==> src/sv/im2col_pkg.sv <==
// ----------------------------------------------------------------------------
// im2col_pkg
// Shared widths, register codes, control structs and helper functions for
// the im2col copy-address generator.
// ----------------------------------------------------------------------------
package im2col_pkg;

  // Width of the emitted source and destination indices
  localparam int unsigned IdxW     = 32;
  // Configuration port widths
  localparam int unsigned CfgAddrW = 4;
  localparam int unsigned CfgDataW = 11;
  // Count registers (1..1024) and small registers (1..15)
  localparam int unsigned CountW   = 11;
  localparam int unsigned SmallW   = 4;
  // Loop counter widths
  localparam int unsigned LoopW    = 10;
  localparam int unsigned MaxCount = 1024;

  // Register indexes of the configuration port
  typedef enum logic [CfgAddrW-1:0] {
    REG_CHANNELS      = 4'd0,
    REG_IN_HEIGHT     = 4'd1,
    REG_IN_WIDTH      = 4'd2,
    REG_KERNEL_HEIGHT = 4'd3,
    REG_KERNEL_WIDTH  = 4'd4,
    REG_STRIDES       = 4'd5,
    REG_OUT_HEIGHT    = 4'd6,
    REG_OUT_WIDTH     = 4'd7
  } cfg_reg_e;

  // Effective register values (zero already mapped to one, counts clamped)
  typedef struct packed {
    logic [CountW-1:0] channels;
    logic [CountW-1:0] in_height;
    logic [CountW-1:0] in_width;
    logic [CountW-1:0] out_height;
    logic [CountW-1:0] out_width;
    logic [SmallW-1:0] kernel_height;
    logic [SmallW-1:0] kernel_width;
    logic [SmallW-1:0] stride_x;
    logic [SmallW-1:0] stride_y;
  } cfg_regs_t;

  // Settle sequencer status toward the datapath
  typedef struct packed {
    logic busy;    // step products not yet valid, hold off input
    logic reload;  // recompute counter terms from counter values
  } cfg_ctl_t;

  // Map a count register write to its effective value
  function automatic logic [CountW-1:0] eff_count(input logic [CfgDataW-1:0] value);
    logic [CountW-1:0] result;
    if (value == '0) begin
      result = CountW'(1);
    end else if (value > CfgDataW'(MaxCount)) begin
      result = CountW'(MaxCount);
    end else begin
      result = CountW'(value);
    end
    return result;
  endfunction

  // Map a kernel size or stride nibble to its effective value
  function automatic logic [SmallW-1:0] eff_small(input logic [SmallW-1:0] value);
    logic [SmallW-1:0] result;
    result = (value == '0) ? SmallW'(1) : value;
    return result;
  endfunction

endpackage

==> src/sv/im2col_cnt.sv <==
// ----------------------------------------------------------------------------
// im2col_cnt
// One loop counter with its running contributions to the source and
// destination indices (counter value times the per-step increments).
// ----------------------------------------------------------------------------
module im2col_cnt #(
  parameter int unsigned CntW  = 10,
  parameter int unsigned TermW = 32
) (
  input  logic                          clk_i,
  input  logic                          rst_ni,
  input  logic [im2col_pkg::CountW-1:0] limit_i,
  input  logic [TermW-1:0]              src_step_i,
  input  logic [TermW-1:0]              dst_step_i,
  input  logic                          reload_i,
  input  logic                          advance_i,
  input  logic                          restart_i,
  input  logic                          carry_i,
  output logic [TermW-1:0]              src_term_o,
  output logic [TermW-1:0]              dst_term_o,
  output logic                          at_end_o,
  output logic                          carry_o
);

  logic [CntW-1:0]               cnt_q, cnt_d, cnt_eff;
  logic [TermW-1:0]              src_q, src_d, src_eff;
  logic [TermW-1:0]              dst_q, dst_d, dst_eff;
  logic [TermW-1:0]              cnt_ext;
  logic [im2col_pkg::CountW-1:0] cnt_inc;

  // Restart clears the loop before this transaction uses it
  assign cnt_eff = restart_i ? '0 : cnt_q;
  assign src_eff = restart_i ? '0 : src_q;
  assign dst_eff = restart_i ? '0 : dst_q;
  assign cnt_ext = TermW'(cnt_q);

  // Wrap test: a count at or past its limit minus one wraps when it advances with carry in
  assign cnt_inc  = im2col_pkg::CountW'(cnt_eff) + im2col_pkg::CountW'(1);
  assign at_end_o = (cnt_inc >= limit_i);
  assign carry_o  = carry_i & at_end_o;

  assign src_term_o = src_eff;
  assign dst_term_o = dst_eff;

  // Reload terms after a configuration change, else step the loop
  always_comb begin
    cnt_d = cnt_q;
    src_d = src_q;
    dst_d = dst_q;
    if (reload_i) begin
      src_d = cnt_ext * src_step_i;
      dst_d = cnt_ext * dst_step_i;
    end else if (advance_i) begin
      cnt_d = cnt_eff;
      src_d = src_eff;
      dst_d = dst_eff;
      if (carry_i) begin
        if (at_end_o) begin
          cnt_d = '0;
          src_d = '0;
          dst_d = '0;
        end else begin
          cnt_d = CntW'(cnt_inc);
          src_d = src_eff + src_step_i;
          dst_d = dst_eff + dst_step_i;
        end
      end
    end
  end

  always_ff @(posedge clk_i or negedge rst_ni) begin
    if (!rst_ni) begin
      cnt_q <= '0;
      src_q <= '0;
      dst_q <= '0;
    end else begin
      cnt_q <= cnt_d;
      src_q <= src_d;
      dst_q <= dst_d;
    end
  end

endmodule

==> config.mk <==
export PLATFORM = sky130hd
export DESIGN_NAME = im2col_cnt
export DESIGN_NICKNAME = d
export VERILOG_FILES = /design/src/sv/im2col_pkg.sv /design/src/sv/im2col_cnt.sv
export SDC_FILE = /design/constraint.sdc
export NUM_CORES = 2
export LEC_CHECK = 0
export BUFFER_PORTS_ARGS = -buffer_cell sky130_fd_sc_hd__buf_2
export CORE_MARGIN = 1.5
export CORE_UTILIZATION = 40
export CTS_CLUSTER_DIAMETER = 60
export CTS_CLUSTER_SIZE = 16
export DETAILED_ROUTE_END_ITERATION = 12
export PLACE_DENSITY = 0.63
export SETUP_SLACK_MARGIN = 0.3
export SLEW_MARGIN = 20
export SYNTH_ARGS = -nofsm -noshare
export SYNTH_HDL_FRONTEND = slang
export SYNTH_SLANG_ARGS = --single-unit
==> constraint.sdc <==
create_clock -name clk_i -period 8.4 [get_ports clk_i]
set_input_delay 1.68 -clock clk_i [delete_from_list [all_inputs] [get_ports clk_i]]
set_output_delay 1.68 -clock clk_i [all_outputs]
set_load 0.05 [all_outputs]
=== Word level (Yosys, flattened, before mapping) ===
Cells that the tools add are included.

* Flip-flop bits (word level): 74
* Latch bits: 0
* RAM bits: 0
* ROM bits: 0
* Input bits: 81
* Output and inout port bits: 66
* Word-level logic and storage cells: 26
* Memories: 0

* Add/sub/neg operators: 3
* Multipliers: 2
* Div/mod/pow operators: 0
* Order comparisons: 1
* Equality and inequality tests: 0
* Shift operators: 0
* Mux-type cells: 13
* Bitwise operators: 2
* Reduce and logical (&&, ||, !) cells: 2

{| class="wikitable"
|+ Operator list
! kind !! count
|-
| two-way mux 32 bit || 10
|-
| adder 32 bit || 2
|-
| multiplier 10 x 32 -> 32 bit || 2
|-
| two-way mux 10 bit || 3
|-
| adder 10 x 1 -> 11 bit (second input constant) || 1
|-
| >= comparator 11 bit || 1
|-
| AND reduction 2 bit || 1
|-
| nonzero test 2 bit || 1
|-
| bitwise AND 1 bit || 1
|-
| inverter 1 bit || 1
|}

=== Logic depth before layout (Yosys ltp) ===
* Depth after elaboration: 7
* Gate-level depth with buffers: 25
* Depth with buffers taken out: 22

=== Worst setup path after synthesis ===
Ideal clock, no wire load.

* Kind: input to register
* From: in src_step_i[7]
* To: reg src_q[24]
* Setup time: 69 ps
* Data arrival time: 6751 ps
* Data required time: 8331 ps
* Slack: 1580 ps
* Stages on the path: 23
* Path buffers: 1
* Path through: buf_1 -> nand2_1 -> fa_1 -> inv_1 -> fa_1 -> inv_1 -> fa_1 -> inv_1 -> fa_1 -> inv_1 -> fa_1 -> inv_1 -> ha_1 -> o21a_1 -> o2111a_1 -> o31ai_2 -> a31oi_1 -> o21a_1 -> o21a_1 -> nor3_1 -> nor2_1 -> a2111o_1 -> nand3_1

* Longest elaborated chain between the ends: 5
* Elaborated cells between the ends (all ways): 6
* Those cells by class: 1 x add/sub; 1 x mul; 4 x mux

{| class="wikitable"
|+ Ends and longest elaborated chain
! what !! RTL line !! text
|-
| from (decl) || im2col_cnt.sv:13 || <nowiki>input logic [TermW-1:0] src_step_i,</nowiki>
|-
| parallel branches: the longest is 4 deep, another holds multiplier 10 x 32 -> 32 bit || - ||
|-
| two-way mux 32 bit (*) || im2col_cnt.sv:50 || <nowiki>if (reload_i) begin</nowiki>
|-
| to (signal assigned) || im2col_cnt.sv:78 || <nowiki>src_q <= src_d;</nowiki>
|-
| to (decl) || im2col_cnt.sv:26 || <nowiki>logic [TermW-1:0] src_q, src_d, src_eff;</nowiki>
|}

Mark *: on every way between the ends. The select of a mux whose other input is x is not followed.
A chain may end at the register's enable or synchronous reset.

=== Worst setup path in the final report ===
* From: in src_step_i[10]
* To: reg src_q[31]

Same word-level chain as after synthesis.

==> results.toml <==
[route]
wl_per_cell_um = 19.9
drt_iter0_markers = 1357
route.detailed.drc = 0
viasPerCell = 5.44
ant_nets = 0
wl_um = 69000
vias = 18900
first_pass_iters = 7

[clock_network]
htree_levels = 3
cts_tree = "built"
cts_inserted_buffers = 9
path_clk_slew_ps = 80
post-cts-setup-buffer-count = 0
worst_skew_pair.late_latency_ps = 370
cts_max_path_buffers = 2
cts_resized = 0
cts-root-buf = "clkbuf_16"
hold_buffers = 0
cts.sinks = 74

[floorplan]
die_h_um = 242
core-area_um2 = 56500
io_pins = 147
fp.dieW_um = 242
die-area_um2 = 58700
start_util = 0.406
fp-row-count = 87

[worst_setup_path]
max_stage_delay_ps = 570
path_cells = "buf_2, nand2_1, fa_1, inv_1, fa_1, fa_1, fa_1, inv_1, fa_1, inv_1, ha_1, and3_1, and3_1, o311ai_1, a31oi_1, o211ai_1, a211o_1, o21ai_0, nand4_1, o41ai_1, o22a_1"
worstSetupPathType = "in -> reg"
crit_required_ps = 8710
crit_top_cell = "fa_1"
worstPathArrival_ps = 7280
critical_path.startpoint_type = "primary input"
critPathCaptureType = "flip-flop"
path_buf_inv = 4
cp_top_family = "adder cells"
slowest_stage = "fa_1"
crit_fanout = 11

[grt]
grt_busiest_layer = "met2"
grt_antenna_before_repair = 1
use_met1 = 0.328
grtUsageTotal = 0.242
grt_pass1_wl_um = 113000
grtUsageMet3 = 0.0298
grt_max_degree = 62
use_met2 = 0.403
grt_pass1_vias = 20400
grt_overflow = 0

[synthesis]
ys_seq_elements = 74
yosys.cell_types.count = 78
yosys.area.top_type = "fa_1"
async_flop_share = 1.00
netlist_area_um2 = 22900
avgSynthCellArea_um2 = 8.55
synth_cells = 2682
synth_top_area_frac = 0.348
ys_warn_count = 0
synth_edf_count = 0
syn-num-nets = 3327
synthTopCellsByArea = "fa_1 35%, ha_1 9.1%, and2_1 8.1%"
synthFlopType = "dfrtp_1"
synth-seq-area-share = 0.0808

[final_layout]
drive_gt1_frac = 0.0820
areaGrowthSynthToFinish_pct = 7.12
design_area_um2 = 24600
post-route-util = 0.435
antenna_cells = 0
final_nets = 3359

[timing]
hold_viol_final = 0
finClkSkew_ps = 11.4
worstMarginPinSlew_ps = 974
slew_headroom = 0.348
max_freq_ghz = 0.144
period_minus_slack_ps = 6970
setup_viol = 0
fin_tns_setup_ps = 0
period_share = 0.829
rsz0062_at_grt = "false"
slew_violations = 0

[place]
io_buffers = 146
dpl_cell_area_um2 = 24200
place_congestion = 0.925
hpwl_um = 55200

[power]
intPower_uw = 1350
swShare = 0.520
power.net_switching_uw = 1460
pwr-share-clk = 0.157
vdd_drop_max_uv = 126
power_frac_comb = 0.657
p_leak_uw = 0.0126
p_seq_frac = 0.186
cellPowerDensity_nw_per_um2 = 114

[worst_hold_path]
hold_path.class = "reg -> reg"

[run_status]
status = "complete, no violations"

[flow_run]
drv_cap = 0
[routing by layer]
layer  share of wire  vias to the layer above  wire length, um
li1                -                     8570                -
met3           0.051                      119             3550
met1            0.44                     9613            30500
met2            0.48                      600            33000
met5         0.00019                        -               13
met4           0.028                        2             1960
[final timing paths]
check                                           start               endpoint  slack [ps]  cells past startpoint
worst max register to register   cnt_q[3]$_DFFE_PN0P_  src_q[24]$_DFFE_PN0P_        1880                     21
worst max-delay path                   src_step_i[10]  src_q[31]$_DFFE_PN0P_        1430                     21
worst min register to register  dst_q[27]$_DFFE_PN0P_  dst_q[27]$_DFFE_PN0P_         520                      2
max in group asynchronous                      rst_ni   cnt_q[2]$_DFFE_PN0P_        5960                      2
min in group asynchronous                      rst_ni   dst_q[4]$_DFFE_PN0P_        1240                      1
worst min-delay path            dst_q[27]$_DFFE_PN0P_  dst_q[27]$_DFFE_PN0P_         520                      2
[registers in the layout, indices dropped and copies added (netlist names)]
name   count
dst_q     32
src_q     32
cnt_q     10
[synthesized netlist by cell type, drive strengths merged (47+ instances only)]
library cell  number
inv              411
fa               398
nand2            330
and2             298
ha               166
a21oi            147
clkbuf           103
xnor2             84
o21ai             76
dfrtp             74
nor2b             72
nor2              67
a21o              58
xor2              57
buf               47
[worst reg2reg max path, delay by kind of cell (launching register included)]
| kind | cells | cell delay [ps] |
|---|---|---|
| buffers and inverters | 4 | 540 |
| flip-flops | 1 | 890 |
| AO/OA/AOI/OAI | 7 | 1700 |
| AND/OR/NAND/NOR | 4 | 540 |
| adder cells (fa/ha/maj) | 6 | 2780 |
[power groups by stage]
stage	combinational [uW]	clock [uW]	sequential, uW
floorplan	1390	0	476
global placement	1800	0	524
detailed placement	1830	0	525
CTS	1840	448	520
global route	2050	457	535
finish	1850	441	521
[cells in the final DEF, fill, tap and decap left out, types with 13 or more instances in the layout]
| cell type | count |
|---|---|
| a21o_1 | 58 |
| a211oi_1 | 18 |
| nor2_1 | 67 |
| nand2b_1 | 17 |
| a31oi_1 | 13 |
| and3_1 | 16 |
| and2_1 | 297 |
| a22oi_1 | 14 |
| buf_4 | 28 |
| nor2b_1 | 72 |
| o21bai_1 | 13 |
| nand3_1 | 20 |
| inv_1 | 411 |
| xor2_1 | 57 |
| nor3_1 | 14 |
| o21ai_0 | 69 |
| dfrtp_1 | 70 |
| fa_1 | 398 |
| nand2_1 | 330 |
| ha_1 | 166 |
| xnor2_1 | 84 |
| a221oi_1 | 41 |
| a21oi_1 | 144 |
| buf_2 | 143 |
| o21a_1 | 13 |
[through the flow]
stage               total power [uW]  cells  worst slack, ps  hold WS, ps
floorplan                       1860   2682             1580          448
global placement                2320   3459             1180          468
detailed placement              2350   3459             1130          507
CTS                             2810   3475             1490          527
global route                    3040   3475              982          562
finish                          2810   3475             1430          516
[cells by family (layout without fill, tap and decap cells)]
| family | after synthesis | in the layout | share of synthesized area |
|---|---|---|---|
| simple gates | 875 | 875 | 0.195 |
| flops | 74 | 74 | 0.0808 |
| xor+xnor | 141 | 141 | 0.0539 |
| buf+inv | 561 | 598 | 0.0922 |
| fa+ha+maj | 564 | 564 | 0.438 |
| compound gates | 462 | 462 | 0.138 |
| mux | 5 | 5 | 0.00224 |
[final cells by class]
cell class / count / area (um2)
Clock inverter: 6 / 72.6
Inverter: 411 / 1540
Tap cell: 756 / 946
Clock buffer: 10 / 239
Multi-Input combinational cell: 2047 / 19000
Sequential cell: 74 / 1860
Timing Repair Buffer: 171 / 926
Fill cell: 5550 / 31900
(Power assumes the default switching activity.)
