<file path="src/sv/im2col_pkg.sv">
// ----------------------------------------------------------------------------
// im2col_pkg
// Shared widths, register codes, control structs and helper functions for
// the im2col copy-address generator.
// ----------------------------------------------------------------------------
package im2col_pkg;

  // Width of the emitted source and destination indices
  localparam int unsigned IdxW     = 32;
  // Configuration port widths
  localparam int unsigned CfgAddrW = 4;
  localparam int unsigned CfgDataW = 11;
  // Count registers (1..1024) and small registers (1..15)
  localparam int unsigned CountW   = 11;
  localparam int unsigned SmallW   = 4;
  // Loop counter widths
  localparam int unsigned LoopW    = 10;
  localparam int unsigned MaxCount = 1024;

  // Register indexes of the configuration port
  typedef enum logic [CfgAddrW-1:0] {
    REG_CHANNELS      = 4'd0,
    REG_IN_HEIGHT     = 4'd1,
    REG_IN_WIDTH      = 4'd2,
    REG_KERNEL_HEIGHT = 4'd3,
    REG_KERNEL_WIDTH  = 4'd4,
    REG_STRIDES       = 4'd5,
    REG_OUT_HEIGHT    = 4'd6,
    REG_OUT_WIDTH     = 4'd7
  } cfg_reg_e;

  // Effective register values (zero already mapped to one, counts clamped)
  typedef struct packed {
    logic [CountW-1:0] channels;
    logic [CountW-1:0] in_height;
    logic [CountW-1:0] in_width;
    logic [CountW-1:0] out_height;
    logic [CountW-1:0] out_width;
    logic [SmallW-1:0] kernel_height;
    logic [SmallW-1:0] kernel_width;
    logic [SmallW-1:0] stride_x;
    logic [SmallW-1:0] stride_y;
  } cfg_regs_t;

  // Settle sequencer status toward the datapath
  typedef struct packed {
    logic busy;    // step products not yet valid, hold off input
    logic reload;  // recompute counter terms from counter values
  } cfg_ctl_t;

  // Map a count register write to its effective value
  function automatic logic [CountW-1:0] eff_count(input logic [CfgDataW-1:0] value);
    logic [CountW-1:0] result;
    if (value == '0) begin
      result = CountW'(1);
    end else if (value > CfgDataW'(MaxCount)) begin
      result = CountW'(MaxCount);
    end else begin
      result = CountW'(value);
    end
    return result;
  endfunction

  // Map a kernel size or stride nibble to its effective value
  function automatic logic [SmallW-1:0] eff_small(input logic [SmallW-1:0] value);
    logic [SmallW-1:0] result;
    result = (value == '0) ? SmallW'(1) : value;
    return result;
  endfunction

endpackage

</file>
<file path="src/sv/im2col_cfg.sv">
// ----------------------------------------------------------------------------
// im2col_cfg
// Configuration registers, the derived step products (two multiplier
// stages) and the settle sequencer that reloads the counter terms.
// ----------------------------------------------------------------------------
module im2col_cfg #(
  parameter int unsigned TermW = 32
) (
  input  logic                            clk_i,
  input  logic                            rst_ni,
  input  logic                            wr_valid_i,
  input  logic [im2col_pkg::CfgAddrW-1:0] wr_index_i,
  input  logic [im2col_pkg::CfgDataW-1:0] wr_data_i,
  output im2col_pkg::cfg_regs_t           regs_o,
  output im2col_pkg::cfg_ctl_t            ctl_o,
  output logic [TermW-1:0]                plane_o,
  output logic [TermW-1:0]                row_step_o,
  output logic [TermW-1:0]                out_plane_o,
  output logic [TermW-1:0]                kcol_plane_o,
  output logic [TermW-1:0]                chan_plane_o
);

  localparam int unsigned KernW = 2 * im2col_pkg::SmallW;

  typedef enum logic [3:0] {
    SEQ_IDLE = 4'b0001,
    SEQ_MUL1 = 4'b0010,
    SEQ_MUL2 = 4'b0100,
    SEQ_LOAD = 4'b1000
  } seq_e;

  im2col_pkg::cfg_regs_t regs_q, regs_d;
  seq_e                  seq_q, seq_d;

  logic [TermW-1:0] ih_w, iw_w, oh_w, ow_w, sy_w, kw_w;
  logic [TermW-1:0] plane_q, row_step_q, out_plane_q, kcol_plane_q, chan_plane_q;
  logic [KernW-1:0] kern_area_q;
  logic [TermW-1:0] kern_area_w;

  // Register writes, effective values stored
  always_comb begin
    regs_d = regs_q;
    if (wr_valid_i) begin
      unique case (im2col_pkg::cfg_reg_e'(wr_index_i))
        im2col_pkg::REG_CHANNELS:  regs_d.channels  = im2col_pkg::eff_count(wr_data_i);
        im2col_pkg::REG_IN_HEIGHT: regs_d.in_height = im2col_pkg::eff_count(wr_data_i);
        im2col_pkg::REG_IN_WIDTH:  regs_d.in_width  = im2col_pkg::eff_count(wr_data_i);
        im2col_pkg::REG_KERNEL_HEIGHT: begin
          regs_d.kernel_height = im2col_pkg::eff_small(wr_data_i[im2col_pkg::SmallW-1:0]);
        end
        im2col_pkg::REG_KERNEL_WIDTH: begin
          regs_d.kernel_width = im2col_pkg::eff_small(wr_data_i[im2col_pkg::SmallW-1:0]);
        end
        im2col_pkg::REG_STRIDES: begin
          regs_d.stride_x = im2col_pkg::eff_small(wr_data_i[im2col_pkg::SmallW-1:0]);
          regs_d.stride_y = im2col_pkg::eff_small(wr_data_i[KernW-1:im2col_pkg::SmallW]);
        end
        im2col_pkg::REG_OUT_HEIGHT: regs_d.out_height = im2col_pkg::eff_count(wr_data_i);
        im2col_pkg::REG_OUT_WIDTH:  regs_d.out_width  = im2col_pkg::eff_count(wr_data_i);
        default: ;
      endcase
    end
  end

  always_ff @(posedge clk_i or negedge rst_ni) begin
    if (!rst_ni) begin
      regs_q.channels      <= im2col_pkg::CountW'(1);
      regs_q.in_height     <= im2col_pkg::CountW'(1);
      regs_q.in_width      <= im2col_pkg::CountW'(1);
      regs_q.out_height    <= im2col_pkg::CountW'(1);
      regs_q.out_width     <= im2col_pkg::CountW'(1);
      regs_q.kernel_height <= im2col_pkg::SmallW'(1);
      regs_q.kernel_width  <= im2col_pkg::SmallW'(1);
      regs_q.stride_x      <= im2col_pkg::SmallW'(1);
      regs_q.stride_y      <= im2col_pkg::SmallW'(1);
    end else begin
      regs_q <= regs_d;
    end
  end

  // Zero-extend operands to the index width
  assign ih_w        = TermW'(regs_q.in_height);
  assign iw_w        = TermW'(regs_q.in_width);
  assign oh_w        = TermW'(regs_q.out_height);
  assign ow_w        = TermW'(regs_q.out_width);
  assign sy_w        = TermW'(regs_q.stride_y);
  assign kw_w        = TermW'(regs_q.kernel_width);
  assign kern_area_w = TermW'(kern_area_q);

  // Step products, first and second multiplier stage
  always_ff @(posedge clk_i) begin
    plane_q      <= ih_w * iw_w;
    row_step_q   <= sy_w * iw_w;
    out_plane_q  <= oh_w * ow_w;
    kern_area_q  <= KernW'(regs_q.kernel_height) * KernW'(regs_q.kernel_width);
    kcol_plane_q <= kw_w * out_plane_q;
    chan_plane_q <= kern_area_w * out_plane_q;
  end

  // Settle sequencer: wait out both product stages, then reload terms
  always_comb begin
    seq_d = seq_q;
    if (wr_valid_i) begin
      seq_d = SEQ_MUL1;
    end else begin
      unique case (seq_q)
        SEQ_IDLE: seq_d = SEQ_IDLE;
        SEQ_MUL1: seq_d = SEQ_MUL2;
        SEQ_MUL2: seq_d = SEQ_LOAD;
        SEQ_LOAD: seq_d = SEQ_IDLE;
        default:  seq_d = SEQ_MUL1;
      endcase
    end
  end

  always_ff @(posedge clk_i or negedge rst_ni) begin
    if (!rst_ni) begin
      seq_q <= SEQ_MUL1;
    end else begin
      seq_q <= seq_d;
    end
  end

  assign ctl_o.busy   = (seq_q != SEQ_IDLE);
  assign ctl_o.reload = (seq_q == SEQ_LOAD);

  assign regs_o       = regs_q;
  assign plane_o      = plane_q;
  assign row_step_o   = row_step_q;
  assign out_plane_o  = out_plane_q;
  assign kcol_plane_o = kcol_plane_q;
  assign chan_plane_o = chan_plane_q;

endmodule

</file>
<file path="config.mk">
export PLATFORM = sky130hd
export DESIGN_NAME = im2col_cfg
export DESIGN_NICKNAME = d
export VERILOG_FILES = /design/src/sv/im2col_pkg.sv /design/src/sv/im2col_cfg.sv
export SDC_FILE = /design/constraint.sdc
export NUM_CORES = 1
export LEC_CHECK = 0
export BUFFER_PORTS_ARGS = -buffer_cell sky130_fd_sc_hd__buf_4
export CAP_MARGIN = 20
export CORE_UTILIZATION = 55
export DETAILED_ROUTE_END_ITERATION = 16
export PLACE_DENSITY = 0.76
export SLEW_MARGIN = 20
export SYNTH_ARGS = -nofsm -noshare
export SYNTH_HDL_FRONTEND = slang
export SYNTH_SLANG_ARGS = --single-unit
</file>
<file path="constraint.sdc">
create_clock -name clk_i -period 5.24 [get_ports clk_i]
set_input_delay 0.786 -clock clk_i [delete_from_list [all_inputs] [get_ports clk_i]]
set_output_delay 0.786 -clock clk_i [all_outputs]
set_load 0.01 [all_outputs]
</file>
Yosys cells after proc, flatten, opt, wreduce, memory -nomap -nowiden
Cells that the tools add are included.
- register bits after elaboration: 206
- logic and storage cells: 54
- output and inout port bits: 233
- order comparisons: 1
- muxes and demuxes: 6
- reduce and logical (&&, ||, !) cells: 13
- eq/ne operators: 12
- multipliers: 6
- operator list (kind ; number):
    $mul A11 B11 Y22 ; 2
    $mul A8 B22 Y30 ; 1
    $mul A4 B22 Y26 ; 1
    $mux W11 ; 2
    $eq A4 B3 Y1 const B ; 5
    $reduce_and A2 Y1 ; 8
    $mul A4 B11 Y15 ; 1
    $eq A4 B2 Y1 const B ; 3
    $logic_not A4 Y1 ; 3
    $mux W4 ; 3
    $pmux W4 S3 ; 1
    $gt A11 B11 Y1 const B ; 1
    $logic_not A11 Y1 ; 1
    $eq A4 B1 Y1 const B ; 2
    $mul A4 B4 Y8 ; 1
    $eq A4 B4 Y1 const B ; 1
    $ne A4 B1 Y1 const B ; 1
    $reduce_or A2 Y1 ; 1

Longest topological paths before layout
- depth in word-level cells: 4
- mapped depth: 21
- gate-level depth less buffers: 20

Worst setup path before layout
No wires, ideal clock.
- kind: reg2reg
- start point: register regs_q (netlist bit regs_o[18])
- end point: register out_plane_q[21] (netlist: out_plane_o[21])
- stages on the path, launching flop included: 20
- data arrival time: 5216 ps
- clock period less this slack: 5350 ps
- path buffers: 1
- setup slack: -110 ps
- data required time: 5106 ps
- cells stage by stage: dfrtp_1 clkbuf_1 nand2_1 fa_1 fa_1 fa_1 inv_1 fa_1 inv_1 fa_1 inv_1 ha_1 o21a_1 o21ai_0 nor2_1 o21a_1 o211ai_1 a31oi_1 and4_1 or4_1
- word-level cells in the longest chain between the ends: 1
- RTL lines (item ; line ; text):
    start: declaration ; im2col_cfg.sv:32 ; im2col_pkg::cfg_regs_t regs_q, regs_d;
    start signal: assignment ; im2col_cfg.sv:77 ; regs_q <= regs_d;
    $mul A11 B11 Y22 ; im2col_cfg.sv:94 ; out_plane_q <= oh_w * ow_w;
    end signal: assignment ; im2col_cfg.sv:94 ;
    end: declaration ; im2col_cfg.sv:36 ; logic [TermW-1:0] plane_q, row_step_q, out_plane_q, kcol_plane_q, chan_plane_q;
No other way between the ends.
A chain may end at the register's enable or synchronous reset.

Final worst setup path
- start point: register regs_q (netlist bit regs_o[19])
- end point: register out_plane_q[21] (netlist: out_plane_o[21])
The elaborated chain is that of the path after synthesis.

==> impl_metrics.toml <==
[finish]
multi_input_area_um2 = 17200
layout.nets = 3343
seq_area_um2 = 4390
drive_gt1_share_pct = 17.3
area_delta_synth_final_pct = 14.0
diodes = 0
final_cells = 3304
nFillCells = 3482

[logic_synthesis]
synth_area_leaders = "fa_1 29%, ha_1 12%, dfxtp_1 11%"
syn_avg_cell_area_um2 = 9.27
seq_area_frac_synth_pct = 18.6
synth_edf_count = 0
synth-seq-cells = 198
yosysMostFrequentCell = "inv_1"
synthArstFlopShare_pct = 37.9
ys_warn_count = 0
synth_flop_cell = "dfxtp_1"
syn_inst = 2529
synthesis.area_um2 = 23400
netlist.area_leader.share_pct = 29.2
yosys.area.top_type = "fa_1"
ys_types = 63
synth_common_cells = "402 x inv_1, 342 x fa_1, 327 x and2_1"

[worst_setup_path]
end_kind = "register"
r2r_start = "regs_o[19]"
crit_required_ns = 5.61
r2r-end = "out_plane_o[21]"
crit_path_start_kind = "register"
arrival_ns = 5.59
worstSetupPathType = "register to register"
crit_fanout = 5
ff2ff_setup_slack_ns = 0.01
worstRegToRegCells = 20

[min_path]
holdCritPathClass = "input port to asynchronous set/reset pin"

[grt]
gr-usage-all-layers_pct = 26.9
grt_first_pass_wirelength_um = 93300
antenna_found_initial = 0
grt_max_degree = 76
grt_remaining_overflow = 0
grt_pass1_vias = 18600

[detailed_routing]
post-route-drc-count = 0
vias_per_cell = 5.31
dr.pass1.iters = 6
drtIter0Drc = 931
wl_per_cell_um = 16.8
detail-route-antenna-nets = 0
drt-total-wl_um = 55400
via_count = 17500

[clocking]
tritoncts = "built"
hold_buffers = 0
clk_pin_slew_ns = 0.08
cts_sinks = 198
cts_htree_levels = 4
numCtsBuffers = 17
clock_path_buffers = 2
cts_root_buf = "clkbuf_16"
insertion_delay_ns = 0.50

[timing]
fin_worst_skew_ns = 0.0168
slew_headroom_pct = 34.6
rsz0062_at_grt = "yes"
maxSlewViolCount = 0
finalCriticalPeriod_ns = 5.23
finalSetupViolCount = 0
tightest_slew_ns = 0.977
final-hold-violation-count = 0
fmax_mhz = 191
fin_crit_sh_pct = 99.8

[floorplanning]
die_height_um = 208
fp.dieW_um = 208
rows = 75
dieArea_um2 = 43500
initial_utilization_pct = 55.8
coreArea_um2 = 42000
ios = 251

[power]
ir_drop_mv = 0.371
power_density_nw_per_um2 = 453
p_sw_share_pct = 47.7
power_mw = 12.1
clkPwrFrac_pct = 11.1
power_frac_seq_pct = 21.9
p_int_mw = 6.33
p_leak_nw = 14.3
comb_power_share_pct = 67.0
p_switching_mw = 5.78

[place]
port_buffers = 205
dpl.cell_count = 3245
gp_congestion = 0.893
dp_hpwl_um = 44600

[job]
cap_violations = 0

[status]
status = "finished clean"
worst max path at each step:
| stage | slack [ns] | cells after the start | from | endpoint |
|---|---|---|---|---|
| floorplan | 0.004 | 19 | regs_o[34] | out_plane_o[21] |
| global placement | -0.006 | 18 | regs_o[31] | out_plane_o[21] |
| detailed placement | -0.17 | 18 | regs_o[31] | out_plane_o[21] |
| CTS | -0.02 | 20 | regs_o[31] | out_plane_o[21] |
| global route | -0.18 | 20 | regs_o[33] | out_plane_o[21] |
| finish | 0.01 | 20 | regs_o[19] | out_plane_o[21] |
cells by family (layout without fill, tap and decap cells):
| kind of cell | count (synthesis) | after routing | synth area share, % |
|---|---|---|---|
| compound gates | 266 | 266 | 7.17 |
| other cells | 1 | 45 | 0.0160 |
| fa+ha+maj | 573 | 573 | 41.5 |
| flops | 198 | 198 | 18.6 |
| buf+inv | 559 | 751 | 9.67 |
| xor+xnor | 93 | 93 | 3.47 |
| simple gates | 789 | 789 | 17.2 |
| mux | 50 | 50 | 2.40 |
per-layer routing:
layer	share of wire (%)	wire length [um]	vias to the layer above	track usage, %
li1	-	-	8171	-
met1	45	24700	8689	36.3
met2	47	26100	605	43.9
met3	6.4	3540	71	5.15
met4	1.8	996	0	8.12
met5	0	0	-	0
flip-flops by register name, summed over array words and instances (netlist names):
signal        flops
kcol_plane_o     26
chan_plane_o     30
plane_o          22
row_step_o       15
out_plane_o      22
regs_o           71
kern_area_q       8
seq_q             4
worst max-delay path, cell delays in order, from the launching register on:
cell and delay (ns):
dfrtp_2 0.45, buf_4 0.15, buf_4 0.13, nand2_1 0.07, fa_1 0.42, inv_1 0.09
fa_1 0.43, fa_1 0.53, fa_1 0.52, inv_1 0.05, fa_1 0.49, inv_2 0.05
ha_4 0.28, nand2_4 0.06, nor2_4 0.12, o21a_1 0.15, o211ai_1 0.12, a31oi_1 0.24
buf_4 0.17, a2111oi_2 0.06, or4_1 0.52
cell type report:
type | count | share of cell area (%)
Tap cell | 539 | 2.52
Inverter | 402 | 5.65
Timing Repair Buffer | 317 | 9.03
Sequential cell | 198 | 16.4
Clock inverter | 14 | 0.571
Clock buffer | 18 | 1.61
Multi-Input combinational cell | 1816 | 64.2
repair_timing:
action                     in CTS  in global routing
setup endpoints to repair       1                 10
hold endpoints to repair        0                  0
cloned                          0                  0
pin swaps                      26                 23
buffers inserted               19                  8
resized for setup              28                 45
cells in the final DEF, fill, tap and decap left out, types with 5 or more instances in the layout:
cell	synthesis	final
inv_1	402	398
fa_1	342	333
and2_1	327	326
buf_4	45	310
nand2_1	293	287
ha_1	231	224
dfxtp_1	123	122
a21oi_1	91	90
xnor2_1	63	63
nor2_1	57	56
mux2_2	49	49
conb_1	1	45
a21o_1	44	44
dfrtp_1	65	37
o21ai_0	32	31
xor2_1	30	30
dfrtp_2	0	28
nor2b_1	25	25
nand2b_1	25	25
o21ai_1	22	21
nor3_1	19	19
clkbuf_16	0	17
nand3_1	13	13
o21a_1	11	11
o21bai_1	10	10
dfstp_2	10	10
fa_2	0	9
and3_1	8	8
o31ai_1	8	8
a211oi_1	8	7
a31oi_1	6	6
ha_4	0	6
buf_6	0	6
inv_8	0	5
power by group through the flow:
stage	sequential [mW]	combinational, mW	clock (mW)
floorplan	2.49	5.51	0
CTS	2.64	8.04	1.37
detailed placement	2.67	7.88	0
global route	2.72	9.16	1.44
global placement	2.66	7.61	0
finish	2.66	8.11	1.34
per-stage QoR:
stage	util [%]	worst slack, ns	instance area (um^2)	TNS, ns	hold slack (ns)
2_1_floorplan	-	0.00433	23600	0	0.452
3_3_place_gp	61.1	-0.00592	25700	-0.00592	0.467
3_5_place_dp	61.2	-0.174	25700	-0.174	0.479
4_1_cts	63.1	-0.0245	26500	-0.0245	0.434
5_1_grt	63.6	-0.177	26700	-0.177	0.491
6_report	63.6	0.0128	26700	0	0.415
(Power assumes the default switching activity.)
